### src/rtl/hcid_pkg.sv
// hcid_pkg: shared types and constants for the hci uart packet deframer
// no dependencies; used by the interfaces, the parser and the top level
`timescale 1ns / 1ps
`default_nettype none

package hcid_pkg;

    localparam int unsigned BYTE_W  = 8;
    localparam int unsigned LEN_W   = 16;
    localparam int unsigned HPOS_W  = 2;
    localparam int unsigned CFG_IDX_W = 2;

    // configuration register indexes
    localparam logic [CFG_IDX_W-1:0] REG_EVENT_TYPE_CODE = 2'd0;
    localparam logic [CFG_IDX_W-1:0] REG_DATA_TYPE_CODE  = 2'd1;
    localparam logic [CFG_IDX_W-1:0] REG_DELIVER_ENABLE  = 2'd2;

    // configuration reset values
    localparam logic [BYTE_W-1:0] EVENT_TYPE_RST  = 8'd4;
    localparam logic [BYTE_W-1:0] DATA_TYPE_RST   = 8'd2;
    localparam logic              DELIVER_EN_RST  = 1'b1;

    // packet kinds
    localparam logic KIND_EVENT = 1'b0;
    localparam logic KIND_ACL   = 1'b1;

    // last header byte of an acl data packet and the byte holding the length low half
    localparam logic [HPOS_W-1:0] HPOS_LEN_LO = 2'd2;
    localparam logic [HPOS_W-1:0] HPOS_LAST   = 2'd3;

    typedef enum logic [4:0] {
        PH_IDLE     = 5'b00001,
        PH_DATA_HDR = 5'b00010,
        PH_EVT_CODE = 5'b00100,
        PH_EVT_LEN  = 5'b01000,
        PH_PAYLOAD  = 5'b10000
    } phase_t;

    typedef struct packed {
        logic [BYTE_W-1:0] event_type_code;
        logic [BYTE_W-1:0] data_type_code;
        logic              deliver_enable;
    } cfg_t;

    typedef struct packed {
        logic              emit;
        logic              packet_kind;
        logic [BYTE_W-1:0] packet_byte;
        logic              first_of_packet;
        logic              last_of_packet;
    } result_t;

endpackage

`default_nettype wire

### src/rtl/hcid_stream_if.sv
// hcid_rx_if and hcid_pkt_if: valid/ready channels for received bytes and packet words
// depends on hcid_pkg for field widths
`timescale 1ns / 1ps
`default_nettype none

interface hcid_rx_if;
    logic                          valid;
    logic                          ready;
    logic [hcid_pkg::BYTE_W-1:0]   rx_byte;

    modport source (output valid, output rx_byte, input ready);
    modport sink   (input valid, input rx_byte, output ready);
endinterface

interface hcid_pkt_if;
    logic                          valid;
    logic                          ready;
    logic                          packet_kind;
    logic [hcid_pkg::BYTE_W-1:0]   packet_byte;
    logic                          first_of_packet;
    logic                          last_of_packet;

    modport source (output valid, output packet_kind, output packet_byte,
                    output first_of_packet, output last_of_packet, input ready);
    modport sink   (input valid, input packet_kind, input packet_byte,
                    input first_of_packet, input last_of_packet, output ready);
endinterface

`default_nettype wire

### src/rtl/hcid_parser.sv
// hcid_parser: packet framing state and per-byte decode
// depends on hcid_pkg for the phase encoding, config and result structs
`timescale 1ns / 1ps
`default_nettype none

module hcid_parser (
    input  wire logic                        clk,
    input  wire logic                        rst_n,
    input  wire logic                        step,
    input  wire logic [hcid_pkg::BYTE_W-1:0] rx_byte,
    input  wire hcid_pkg::cfg_t              cfg,
    output hcid_pkg::result_t                res
);

    hcid_pkg::phase_t                 phase_reg, phase_next;
    logic [hcid_pkg::HPOS_W-1:0]      hpos_reg, hpos_next;
    logic [hcid_pkg::BYTE_W-1:0]      len_lo_reg, len_lo_next;
    logic [hcid_pkg::LEN_W-1:0]       remain_reg, remain_next;
    logic                             kind_reg, kind_next;
    logic [hcid_pkg::LEN_W-1:0]       remain_dec;
    logic [hcid_pkg::LEN_W-1:0]       data_len;
    logic                             emit;
    logic                             first;
    logic                             last;

    assign remain_dec = remain_reg - hcid_pkg::LEN_W'(1);
    assign data_len   = {rx_byte, len_lo_reg};

    always_comb
    begin
        phase_next  = phase_reg;
        hpos_next   = hpos_reg;
        len_lo_next = len_lo_reg;
        remain_next = remain_reg;
        kind_next   = kind_reg;
        emit        = 1'b0;
        first       = 1'b0;
        last        = 1'b0;
        unique case (phase_reg)
            hcid_pkg::PH_DATA_HDR:
            begin
                emit  = 1'b1;
                first = (hpos_reg == '0);
                if (hpos_reg == hcid_pkg::HPOS_LEN_LO)
                begin
                    len_lo_next = rx_byte;
                end
                if (hpos_reg == hcid_pkg::HPOS_LAST)
                begin
                    remain_next = data_len;
                    hpos_next   = '0;
                    if (data_len == '0)
                    begin
                        last       = 1'b1;
                        phase_next = hcid_pkg::PH_IDLE;
                    end
                    else
                    begin
                        phase_next = hcid_pkg::PH_PAYLOAD;
                    end
                end
                else
                begin
                    hpos_next = hpos_reg + hcid_pkg::HPOS_W'(1);
                end
            end
            hcid_pkg::PH_EVT_CODE:
            begin
                emit       = 1'b1;
                first      = 1'b1;
                phase_next = hcid_pkg::PH_EVT_LEN;
            end
            hcid_pkg::PH_EVT_LEN:
            begin
                emit        = 1'b1;
                remain_next = hcid_pkg::LEN_W'(rx_byte);
                if (rx_byte == '0)
                begin
                    last       = 1'b1;
                    phase_next = hcid_pkg::PH_IDLE;
                end
                else
                begin
                    phase_next = hcid_pkg::PH_PAYLOAD;
                end
            end
            hcid_pkg::PH_PAYLOAD:
            begin
                emit        = 1'b1;
                remain_next = remain_dec;
                if (remain_dec == '0)
                begin
                    last       = 1'b1;
                    phase_next = hcid_pkg::PH_IDLE;
                end
            end
            default:
            begin
                // idle: look for a type byte, event code wins a tie
                hpos_next   = '0;
                len_lo_next = '0;
                remain_next = '0;
                if (rx_byte == cfg.event_type_code)
                begin
                    kind_next  = hcid_pkg::KIND_EVENT;
                    phase_next = hcid_pkg::PH_EVT_CODE;
                end
                else if (rx_byte == cfg.data_type_code)
                begin
                    kind_next  = hcid_pkg::KIND_ACL;
                    phase_next = hcid_pkg::PH_DATA_HDR;
                end
                else
                begin
                    phase_next = hcid_pkg::PH_IDLE;
                end
            end
        endcase
    end

    always_ff @(posedge clk or negedge rst_n)
    begin
        if (!rst_n)
        begin
            phase_reg  <= hcid_pkg::PH_IDLE;
            hpos_reg   <= '0;
            len_lo_reg <= '0;
            remain_reg <= '0;
            kind_reg   <= hcid_pkg::KIND_EVENT;
        end
        else if (step)
        begin
            phase_reg  <= phase_next;
            hpos_reg   <= hpos_next;
            len_lo_reg <= len_lo_next;
            remain_reg <= remain_next;
            kind_reg   <= kind_next;
        end
    end

    always_comb
    begin
        res.emit            = emit && cfg.deliver_enable;
        res.packet_kind     = kind_next;
        res.packet_byte     = rx_byte;
        res.first_of_packet = first;
        res.last_of_packet  = last;
    end

endmodule

`default_nettype wire

### src/rtl/hci_uart_packet_deframer_unit.sv
// pipeline: two register stages; a byte taken on rx is held in the input byte register,
//   then decoded and, once the output register is free, registered as a word on pkt
// throughput: one byte per cycle; rx is held off only while both the input stage
//   and the output word register are full and pkt is stalled
// type bytes, bytes between packets that match no type code and any byte taken while delivery is off produce no word
// reset (rst_n low, async) puts the parser idle, empties both stages and loads
//   the register defaults: event type 4, data type 2, delivery on
`timescale 1ns / 1ps
`default_nettype none

// top level: input byte register, framing parser, output word register, config registers
// depends on hcid_pkg, hcid_stream_if.sv and hcid_parser
module hci_uart_packet_deframer_unit (
    input  wire logic                           clk,
    input  wire logic                           rst_n,
    hcid_rx_if.sink                             rx,
    hcid_pkt_if.source                          pkt,
    input  wire logic                           cfg_write,
    input  wire logic [hcid_pkg::CFG_IDX_W-1:0] cfg_index,
    input  wire logic [hcid_pkg::BYTE_W-1:0]    cfg_data
);

    // configuration registers
    hcid_pkg::cfg_t                 cfg_reg;

    // input stage
    logic                           in_valid_reg;
    logic [hcid_pkg::BYTE_W-1:0]    in_byte_reg;

    // output word register
    logic                           out_valid_reg;
    logic                           out_kind_reg;
    logic [hcid_pkg::BYTE_W-1:0]    out_byte_reg;
    logic                           out_first_reg;
    logic                           out_last_reg;

    logic                           advance;
    logic                           step;
    logic                           rx_take;
    hcid_pkg::result_t              res;

    // the output register can load whenever it is empty or being drained
    assign advance  = !out_valid_reg || pkt.ready;
    // the input stage moves into the parser whenever the output side can take it
    assign step     = in_valid_reg && advance;
    // input stage frees up in the same cycle it hands its byte on
    assign rx.ready = !in_valid_reg || advance;
    assign rx_take  = rx.valid && rx.ready;

    always_ff @(posedge clk or negedge rst_n)
    begin
        if (!rst_n)
        begin
            cfg_reg.event_type_code <= hcid_pkg::EVENT_TYPE_RST;
            cfg_reg.data_type_code  <= hcid_pkg::DATA_TYPE_RST;
            cfg_reg.deliver_enable  <= hcid_pkg::DELIVER_EN_RST;
        end
        else if (cfg_write)
        begin
            unique case (cfg_index)
                hcid_pkg::REG_EVENT_TYPE_CODE: cfg_reg.event_type_code <= cfg_data;
                hcid_pkg::REG_DATA_TYPE_CODE:  cfg_reg.data_type_code  <= cfg_data;
                hcid_pkg::REG_DELIVER_ENABLE:  cfg_reg.deliver_enable  <= cfg_data[0];
                default:
                begin
                    // no register at this index, write is dropped
                end
            endcase
        end
    end

    // input byte register
    always_ff @(posedge clk or negedge rst_n)
    begin
        if (!rst_n)
        begin
            in_valid_reg <= 1'b0;
        end
        else if (rx.ready)
        begin
            in_valid_reg <= rx.valid;
        end
    end

    always_ff @(posedge clk)
    begin
        if (rx_take)
        begin
            in_byte_reg <= rx.rx_byte;
        end
    end

    // framing state and decode of the byte in the input stage
    hcid_parser u_parser (
        .clk     (clk),
        .rst_n   (rst_n),
        .step    (step),
        .rx_byte (in_byte_reg),
        .cfg     (cfg_reg),
        .res     (res)
    );

    // output word register, loaded only for bytes that produce a word
    always_ff @(posedge clk or negedge rst_n)
    begin
        if (!rst_n)
        begin
            out_valid_reg <= 1'b0;
        end
        else if (advance)
        begin
            out_valid_reg <= step && res.emit;
        end
    end

    always_ff @(posedge clk)
    begin
        if (step && res.emit)
        begin
            out_kind_reg  <= res.packet_kind;
            out_byte_reg  <= res.packet_byte;
            out_first_reg <= res.first_of_packet;
            out_last_reg  <= res.last_of_packet;
        end
    end

    assign pkt.valid           = out_valid_reg;
    assign pkt.packet_kind     = out_kind_reg;
    assign pkt.packet_byte     = out_byte_reg;
    assign pkt.first_of_packet = out_first_reg;
    assign pkt.last_of_packet  = out_last_reg;

endmodule

`default_nettype wire

### src/flat_wrapper.sv
// flat-port wrapper written by rule: the top's interface ports become plain ports
module hci_uart_packet_deframer_unit_flat 
  (clk, rst_n, cfg_write, cfg_index, cfg_data, rx_valid, rx_rx_byte, rx_ready, pkt_valid, pkt_packet_kind, pkt_packet_byte, pkt_first_of_packet, pkt_last_of_packet, pkt_ready);
  hcid_rx_if rx_i ();
  hcid_pkt_if pkt_i ();
  input  wire logic clk;
  input  wire logic rst_n;
  input  wire logic cfg_write;
  input  wire logic [hcid_pkg::CFG_IDX_W-1:0] cfg_index;
  input  wire logic [hcid_pkg::BYTE_W-1:0] cfg_data;
  input wire logic [$bits(rx_i.valid)-1:0] rx_valid;
  input wire logic [$bits(rx_i.rx_byte)-1:0] rx_rx_byte;
  output wire logic [$bits(rx_i.ready)-1:0] rx_ready;
  output wire logic [$bits(pkt_i.valid)-1:0] pkt_valid;
  output wire logic [$bits(pkt_i.packet_kind)-1:0] pkt_packet_kind;
  output wire logic [$bits(pkt_i.packet_byte)-1:0] pkt_packet_byte;
  output wire logic [$bits(pkt_i.first_of_packet)-1:0] pkt_first_of_packet;
  output wire logic [$bits(pkt_i.last_of_packet)-1:0] pkt_last_of_packet;
  input wire logic [$bits(pkt_i.ready)-1:0] pkt_ready;
  assign rx_i.valid = rx_valid;
  assign rx_i.rx_byte = rx_rx_byte;
  assign rx_ready = rx_i.ready;
  assign pkt_valid = pkt_i.valid;
  assign pkt_packet_kind = pkt_i.packet_kind;
  assign pkt_packet_byte = pkt_i.packet_byte;
  assign pkt_first_of_packet = pkt_i.first_of_packet;
  assign pkt_last_of_packet = pkt_i.last_of_packet;
  assign pkt_i.ready = pkt_ready;
  hci_uart_packet_deframer_unit u_core (.clk(clk), .rst_n(rst_n), .rx(rx_i), .pkt(pkt_i), .cfg_write(cfg_write), .cfg_index(cfg_index), .cfg_data(cfg_data));
endmodule
### config.mk
export PLATFORM = sky130hd
export DESIGN_NAME = hci_uart_packet_deframer_unit_flat
export DESIGN_NICKNAME = d
export VERILOG_FILES = /design/src/rtl/hcid_pkg.sv /design/src/rtl/hcid_stream_if.sv /design/src/rtl/hcid_parser.sv /design/src/rtl/hci_uart_packet_deframer_unit.sv /design/src/flat_wrapper.sv
export SDC_FILE = /design/constraint.sdc
export NUM_CORES = 1
export LEC_CHECK = 0
export ABC_CLOCK_PERIOD_IN_PS = 4200
export CORE_ASPECT_RATIO = 1.75
export CORE_MARGIN = 4
export CORE_UTILIZATION = 30
export CTS_BUF_LIST = sky130_fd_sc_hd__clkbuf_16
export CTS_CLUSTER_DIAMETER = 60
export DETAILED_ROUTE_END_ITERATION = 12
export DONT_BUFFER_PORTS = 1
export PLACE_DENSITY_LB_ADDON = 0.1
export SETUP_SLACK_MARGIN = 0.2
export SYNTH_ARGS = -nofsm -noshare
export SYNTH_HDL_FRONTEND = slang
export SYNTH_SLANG_ARGS = --single-unit
### constraint.sdc
create_clock -name clk -period 4.2 [get_ports clk]
set_input_delay 0.21 -clock clk [delete_from_list [all_inputs] [get_ports clk]]
set_output_delay 0.21 -clock clk [all_outputs]
set_load 0.01 [all_outputs]
==> results of run 1 <==
area by class of cell:
class | instances | share of cell area, %
clock inverters | 7 | 1.726
clock buffers | 9 | 5.356
multi-input cells | 226 | 39.51
repair buffers | 11 | 3.035
flip-flops and latches | 70 | 44.03
inverters | 16 | 1.428
well taps | 165 | 4.909
path summary, 6_finish.rpt:
| path | cells past startpoint | slack, ns | end |
|---|---|---|---|
| min in group asynchronous | 2 | 0.40 | u_core.u_parser.remain_reg[1] |
| max reg2reg | 5 | 1.77 | u_core.u_parser.remain_reg[5] |
| min reg2reg | 1 | 0.50 | u_core.u_parser.remain_reg[12] |
| max | 5 | 1.77 | u_core.u_parser.remain_reg[5] |
| max in group asynchronous | 2 | 3.49 | u_core.cfg_reg[11] |
| min | 1 | 0.02 | u_core.cfg_reg[8] |
power breakdown:
group          internal [mW]  switching (mW)
logic                 0.0679          0.0576
registers              0.745          0.0350
clock network          0.462           0.309
total                   1.27           0.402
critical path: stages (launching register included):
cell	delay (ns)
dfstp_2	0.59
nor4_4	0.08
a311oi_2	0.41
and2_1	0.65
nand2b_1	0.37
o2bb2ai_1	0.23
logic make-up after synthesis:
group | synth area share, %
buf+inv | 3.902
flops | 50.65
compound gates | 13.28
mux | 8.008
xor+xnor | 5.031
simple gates | 17.42
fa+ha+maj | 1.711
metal layers:
layer,wire length (µm),vias up
li1,-,1219
met1,3720,1292
met2,5582,80
met3,480,16
met4,172,0
met5,0,-
through the flow:
stage	setup slack, ns	instance area (µm²)	power (mW)	hold WS [ns]
after floorplan	2.323	3656	0.8719	-0.08559
after global placement	1.792	3780	0.9004	-0.08234
after detailed placement	1.770	3780	0.9020	-0.08222
after CTS	1.771	4205	1.705	0.006047
after global routing	1.585	4205	1.747	0.005776
final	1.774	4205	1.677	0.02198
layout by cell type (no fill, tap or decap), types with 4 or more instances in the layout:
cell	synthesis	layout
nand4_1	6	6
nor2_1	18	18
dlygate4sd3_1	0	10
o21ai_1	4	4
xnor2_1	10	10
clkbuf_16	0	9
edfxtp_1	19	19
mux2_2	18	18
nand2_1	32	32
a222oi_1	4	4
xor2_1	11	11
nor2b_1	4	4
nand3_1	4	4
nor3_1	4	4
nand3b_1	4	4
a22o_1	5	5
and2_1	4	4
nor4_1	9	9
mux2i_1	9	9
o2bb2ai_1	6	6
ha_1	5	5
o211ai_1	4	4
inv_1	16	16
o21ai_0	15	15
dfrtp_1	47	47
dfstp_2	4	4
==> impl_metrics.tcl, run 1 <==
set metrics [dict create \
    finalCritPeriodShare_pct 57.77 \
    vdd_drop_max_mv 0.2677 \
    fillers 1222 \
    cts_resized 0 \
    min_period_ns 2.426 \
    instances_no_fill 504 \
    grt-busiest-layer "met2" \
    hpwl_um 7381 \
    clk_latency_ns 0.33 \
    max-cap-violations 0 \
    skew_ns 0.007033 \
    arrival_ns 2.68 \
    drtIter0Drc 127 \
    viasPerCell 5.173 \
    die_x_um 91.45 \
    numPortBuffers 0 \
    path_clk_slew_ns 0.06 \
    synth_area_leaders "dfrtp_1, edfxtp_1, mux2_2" \
    grt_overflow_total 0 \
    max_freq_ghz 0.4122 \
    drive_above_1_share_pct 14.16 \
    detail-route-antenna-nets 0 \
    synth_area_um2 3656 \
    synth_ff_type "dfrtp_1" \
    place.gp.congestion 0.8184 \
    htree_levels 3 \
    fin_nets 362 \
    worstSetupEndpointType "flip-flop" \
    synth_edf_count 19 \
    cts_tree "done" \
    drtPass1Iterations 7 \
    rsz0062_at_grt "no" \
    ys_ff_latch 70 \
    cp-start-kind "flip-flop" \
    grt_pass1_wl_um 15910 \
    largest_reg_flops 17 \
    grt_max_degree 52 \
    static-leakage-power_nw 1.630 \
    setup_viol 0 \
    die_h_um 154.0 \
    area_growth_pct 15.02 \
    syn_avg_cell_area_um2 11.25 \
    finalSetupTns_ns 0 \
    synth_common_cells "dfrtp_1, nand2_1, edfxtp_1" \
    synth_cell_types 61 \
    post_drt_wl_per_cell_um 19.75 \
    yosysWarnings 0 \
    yosysTopAreaCell "dfrtp_1" \
    register_area_um2 1852 \
    hold_violations 0 \
    dp.cells 477 \
    required_ns 4.45 \
    reg2reg_from "u_core.u_parser.phase_reg[0]" \
    met3_usage_pct 3.671 \
    slew-limit-headroom_pct 45.82 \
    synth.yosys.seq_area_share_pct 50.65 \
    cp_max_fo 20 \
    crit_type "flip-flop to flip-flop" \
    core_area_um2 12000 \
    final_core_util_pct 35.04 \
    postCtsSetupBuffers 0 \
    initial_utilization_pct 30.46 \
    synth_top_area_share_pct 32.17 \
    status "completed" \
    worst_slew_pin_slew_ns 0.8103 \
    gr-usage-met2_pct 27.73 \
    p_per_area_nw_per_um2 398.7 \
    drc 0 \
    die-area_um2 14090 \
    wl_um 9954 \
    use_met1_pct 15.84 \
    ios 36 \
    hold_class "primary input to flip-flop" \
    syn-num-nets 353 \
    ctsLongestPathBuffers 2 \
    ctsHoldBuffers 11 \
    numCtsBuffers 9 \
    synthArstFlopShare_pct 72.86 \
    cts_root_buffer "clkbuf_16" \
    tritoncts_num_sinks 70 \
    num_antenna_cells 0 \
    worstHoldStart "cfg_data[7]" \
    vias 2607 \
    crit_start "u_core.u_parser.phase_reg[0]" \
    grtUsageTotal_pct 14.79 \
    row_count 53 \
    multiInputGateArea_um2 1662 \
    antenna_found_initial 0 \
    yosysMostFrequentCell "dfrtp_1" \
    post_synth_inst_count 325 \
    finalMaxSlewViolations 0 \
    grt_pass1_vias 2815 \
]
Power figures use the tool's default switching activity.
==> run 2: changes to the inputs <==
--- a/config.mk
+++ b/config.mk
@@ -5,7 +5,7 @@
 export SDC_FILE = /design/constraint.sdc
 export NUM_CORES = 1
 export LEC_CHECK = 0
-export ABC_CLOCK_PERIOD_IN_PS = 4200
+export ABC_CLOCK_PERIOD_IN_PS = 2000
 export CORE_ASPECT_RATIO = 1.75
 export CORE_MARGIN = 4
 export CORE_UTILIZATION = 30
==> constraint.sdc (replaced) <==
create_clock -name clk -period 2 [get_ports clk]
set_input_delay 0.1 -clock clk [delete_from_list [all_inputs] [get_ports clk]]
set_output_delay 0.1 -clock clk [all_outputs]
set_load 0.01 [all_outputs]
==> run 2 against run 1 <==
Effect of this change:
- hold slack worse by 0.012 ns
- routed wire length increased by 6.9%
- combinational power grew to 2.7 times the previous value
- critical path type unchanged
- largest cell class is now multi-input gates
==> impl_metrics.tcl, run 2 (same netlist as run 1, synthesis figures left out) <==
set metrics [dict create \
    die-area_um2 14090 \
    hpwl_um 7689 \
    finalCritPeriodShare_pct 95.21 \
    htree_levels 3 \
    final_cell_mix "dfrtp_1, buf_4, nand2_1" \
    grt_overflow_total 0 \
    final_area_um2 5024 \
    finalWorstSetupSlack_ns 0.09583 \
    cts_root_buffer "clkbuf_16" \
    pre_cts_ws_ns 0.02180 \
    layout_commonest_cell "dfrtp_1" \
    critical-path-max-stage-delay_ns 0.41 \
    p_per_area_nw_per_um2 719.1 \
    worstSetupEndpointType "flip-flop" \
    path_clk_slew_ns 0.06 \
    wl_um 10640 \
    placed_area_um2 4101 \
    die_h_um 154.0 \
    row_count 53 \
    ios 36 \
    worst_slew_pin_slew_ns 0.4980 \
    arrival_ns 2.04 \
    core_area_um2 12000 \
    drc 0 \
    hold_class "primary input to flip-flop" \
    ctsLongestPathBuffers 2 \
    required_ns 2.14 \
    cts_tree "done" \
    drtPass1Iterations 4 \
    static-leakage-power_nw 2.007 \
    area_growth_pct 37.41 \
    status "completed" \
    timing.hold.ws_ns 0.01026 \
    place.gp.congestion 0.8438 \
    post_drt_wl_per_cell_um 18.83 \
    skew_ns 0.005310 \
    fillers 1149 \
    rsz0062_at_grt "yes" \
    fin_nets 423 \
    grtUsageTotal_pct 15.42 \
    clk_latency_ns 0.34 \
    detail-route-antenna-nets 0 \
    final_core_util_pct 41.85 \
    tritoncts_num_sinks 70 \
    path_delay_family "simple AND/OR/NAND/NOR gates" \
    grt_pass1_vias 3020 \
    grt_pass1_wl_um 16500 \
    finalMaxSlewViolations 0 \
    numPortBuffers 0 \
    max-cap-violations 0 \
    num_antenna_cells 0 \
    drtIter0Drc 121 \
    largest_reg_flops 17 \
    hold_violations 0 \
    grt_max_degree 52 \
    vdd_drop_max_mv 0.4994 \
    finalSetupTns_ns 0 \
    crit_type "flip-flop to flip-flop" \
    path_buf_inv 1 \
    max_freq_ghz 0.5252 \
    vias 2859 \
    initial_utilization_pct 30.46 \
    cp_max_fo 4 \
    crit_chain "nor4_2, buf_4, and4_1, xnor2_2, nand4_1, o32ai_2" \
    min_period_ns 1.904 \
    viasPerCell 5.060 \
    cp-start-kind "flip-flop" \
    critical-path-slowest-cell "dfrtp_1" \
    slew-limit-headroom_pct 66.49 \
    antenna_found_initial 0 \
    die_x_um 91.45 \
    numCtsBuffers 9 \
    drive_above_1_share_pct 35.00 \
    setup_viol 0 \
]
==> run 2: through the flow <==
| stage | cells | power [mW] |
|---|---|---|
| finish | 565 | 3.613 |
| global route | 565 | 3.794 |
| floorplan | 325 | 1.831 |
| global placement | 510 | 1.911 |
| CTS | 558 | 3.643 |
| detailed placement | 510 | 1.915 |
==> run 2: repair_timing <==
| action | CTS | global route |
|---|---|---|
| endpoints found under the hold margin | 77 | 0 |
| endpoints found under the setup margin | 30 | 40 |
| hold buffers | 19 | 0 |
| setup buffers | 13 | 5 |
| gates cloned | 0 | 2 |
| pin swaps | 14 | 12 |
| gates resized for setup | 23 | 37 |
==> run 2: report_power, final <==
group / internal, mW / switching [mW]
clock network: 0.982 / 0.656
logic: 0.192 / 0.149
registers: 1.56 / 0.0693
==> run 2: cell type report <==
class / instances / area [µm²] / area share, %
multi-input combinational: 226 / 1869 / 37.21
sequential: 70 / 1857 / 36.96
timing repair buffer: 72 / 725.7 / 14.45
clock buffer: 9 / 225.2 / 4.483
tap: 165 / 206.4 / 4.110
clock inverter: 7 / 80.08 / 1.594
inverter: 16 / 60.06 / 1.196
==> run 2: per-layer routing <==
| metal | global-route usage (%) | up-vias | share of wire, % |
|---|---|---|---|
| li1 | - | 1357 | - |
| met1 | 16.18 | 1424 | 37 |
| met2 | 28.67 | 55 | 56 |
| met3 | 3.573 | 23 | 3.7 |
| met4 | 6.763 | 0 | 3.6 |
| met5 | 0 | - | 0 |
==> run 2: worst paths after layout <==
check	start	to	slack, ns	cells past startpoint
setup / recovery	u_core.u_parser.remain_reg[0]	u_core.pkt.last_of_packet	0.1	6
hold / removal	cfg_write	u_core.cfg_reg[0]	0.01	2
setup reg to reg	u_core.u_parser.remain_reg[0]	u_core.pkt.last_of_packet	0.1	6
hold reg to reg	u_core.u_parser.kind_reg	u_core.u_parser.kind_reg	0.51	1
max in group asynchronous	rst_n	u_core.cfg_reg[11]	1.40	2
min in group asynchronous	rst_n	u_core.u_parser.phase_reg[3]	0.28	2
==> run 3: changes to the inputs <==
--- a/config.mk
+++ b/config.mk
@@ -13,6 +13,7 @@
 export CTS_CLUSTER_DIAMETER = 60
 export DETAILED_ROUTE_END_ITERATION = 12
 export DONT_BUFFER_PORTS = 1
+export MAX_ROUTING_LAYER = met4
 export PLACE_DENSITY_LB_ADDON = 0.1
 export SETUP_SLACK_MARGIN = 0.2
 export SYNTH_ARGS = -nofsm -noshare
==> run 3 against run 2 <==
Effect of this change:
- maximum frequency up 1.3%
- critical endpoint unchanged
- utilization is the same
- combinational power about the same
- register-to-register slack improved by 0.03 ns
- critical path type unchanged
==> impl_metrics.tcl, run 3 (same netlist as run 1, synthesis figures left out) <==
set metrics [dict create \
    status "completed" \
    hold_violations 0 \
    required_ns 2.14 \
    p_comb_share_pct 9.4 \
    register_area_um2 1857 \
    grt_pass1_vias 3040 \
    max_freq_ghz 0.5322 \
    wl_um 10600 \
    row_count 53 \
    multiInputGateArea_um2 1869 \
    largest_reg_flops 17 \
    grt_pass1_wl_um 16420 \
    cp-start-kind "flip-flop" \
    crit_type "flip-flop to flip-flop" \
    reg2reg_slack_ns 0.12 \
    viasPerCell 5.055 \
    layout_commonest_cell "dfrtp_1" \
    min_period_ns 1.879 \
    rsz0062_at_grt "yes" \
    cts_tree "done" \
    finalMaxSlewViolations 0 \
    slew-limit-headroom_pct 66.16 \
    ctsLongestPathBuffers 2 \
    die_h_um 154.0 \
    die-area_um2 14090 \
    antenna_found_initial 0 \
    clk_latency_ns 0.34 \
    reg2regPathDepth 6 \
    post_drt_wl_per_cell_um 18.75 \
    core_area_um2 12000 \
    vias 2856 \
    num_antenna_cells 0 \
    fillers 1149 \
    dp.cells 510 \
    finalCritPeriodShare_pct 93.95 \
    swShare_pct 24.13 \
    area_growth_pct 37.41 \
    finalSetupTns_ns 0 \
    static-leakage-power_nw 2.007 \
    r2r_end "u_core.pkt.last_of_packet" \
    cts_root_buffer "clkbuf_16" \
    die_x_um 91.45 \
    numPortBuffers 0 \
    grt_max_degree 52 \
    drtIter0Drc 155 \
    drive_above_1_share_pct 35.00 \
    cp_max_fo 4 \
    skew_ns 0.005523 \
    pre_cts_ws_ns 0.02180 \
    worst_slew_pin_slew_ns 0.5029 \
    grt_overflow_total 0 \
    initial_utilization_pct 30.46 \
    worstHoldStart "cfg_write" \
    arrival_ns 2.02 \
    htree_levels 3 \
    final_cell_mix "dfrtp_1, buf_4, nand2_1" \
    detail-route-antenna-nets 0 \
    path_clk_slew_ns 0.06 \
    p_per_area_nw_per_um2 718.6 \
    fin_nets 423 \
    vdd_drop_max_mv 0.4990 \
    ios 36 \
    place.gp.congestion 0.8570 \
    instances_no_fill 565 \
    tritoncts_num_sinks 70 \
    min_path_cells 2 \
    hold_class "primary input to flip-flop" \
    hold_end "u_core.cfg_reg[0]" \
    drc 0 \
    finalWorstSetupSlack_ns 0.1210 \
    hpwl_um 7689 \
    max-cap-violations 0 \
    grtUsageTotal_pct 15.80 \
    p_switching_mw 0.8713 \
    setup_viol 0 \
    reg2reg_from "u_core.u_parser.remain_reg[0]" \
    worstSetupEndpointType "flip-flop" \
    pwr-share-seq_pct 45.3 \
    numCtsBuffers 9 \
    drtPass1Iterations 5 \
    p_int_mw 2.739 \
    clkPwrFrac_pct 45.3 \
]
## run 3: cell counts in the layout (fill, tap and decap cells not counted)
No cell type changed its count.
## run 3: worst max path at each step
stage               slack (ns)                          start  depth (start not counted)                           end
finish                    0.12  u_core.u_parser.remain_reg[0]                          6     u_core.pkt.last_of_packet
global route             -0.04  u_core.u_parser.remain_reg[0]                          7  u_core.u_parser.phase_reg[0]
CTS                       0.14  u_core.u_parser.remain_reg[0]                          6     u_core.pkt.last_of_packet
detailed placement        0.02  u_core.u_parser.remain_reg[0]                          7  u_core.u_parser.phase_reg[0]
global placement          0.03  u_core.u_parser.remain_reg[0]                          6     u_core.pkt.last_of_packet
floorplan                 0.20  u_core.u_parser.remain_reg[0]                          7  u_core.u_parser.phase_reg[0]
## run 3: per-stage QoR
| step | total power, mW | hold WS, ns | util, % | instance area (µm²) |
|---|---|---|---|---|
| floorplan | 1.831 | -0.1956 | - | 3667 |
| global placement | 1.911 | -0.1927 | 34.17 | 4101 |
| detailed placement | 1.915 | -0.1920 | 34.17 | 4101 |
| CTS | 3.643 | 0.005623 | 40.09 | 4812 |
| global route | 3.791 | 0.02027 | 41.85 | 5024 |
| finish | 3.610 | 0.01018 | 41.85 | 5024 |
## run 3: metal layers
layer  share of wire [%]  GRT usage, %  up-vias  wire length [µm]
met5                   0             -        -                 0
met4                 3.3         6.763        0               345
met3                 3.7         3.573       23               393
met2                  57         29.02       55              6008
met1                  36         15.69     1419              3849
li1                    -             -     1359                 -
## run 3: final cells by class
cell class,instances,area share (%)
repair buffers,72,14.45
inverters,16,1.196
clock buffers,9,4.483
multi-input cells,226,37.21
clock inverters,7,1.594
flip-flops and latches,70,36.96
well taps,165,4.110
## run 3: power groups by stage
| stage | clock network, mW | registers, mW | logic, mW |
|---|---|---|---|
| floorplan | 0 | 1.64 | 0.189 |
| global placement | 0 | 1.66 | 0.249 |
| detailed placement | 0 | 1.66 | 0.252 |
| CTS | 1.69 | 1.64 | 0.321 |
| global route | 1.77 | 1.65 | 0.378 |
| finish | 1.64 | 1.63 | 0.340 |
## run 3: timing repair
item                       in CTS  in global routing
cloned                          0                  2
hold buffers                   19                  0
setup endpoints to repair      30                 40
pin swaps                      14                 12
setup buffers                  13                  5
gates resized for setup        23                 37
hold endpoints to repair       77                  0
## run 3: worst max-delay path, stage by stage, from the launching register on
cell and delay, ns:
dfrtp_1 0.41, nor4_2 0.27, buf_4 0.19, and4_1 0.24
xnor2_2 0.15, nand4_1 0.16, o32ai_2 0.27
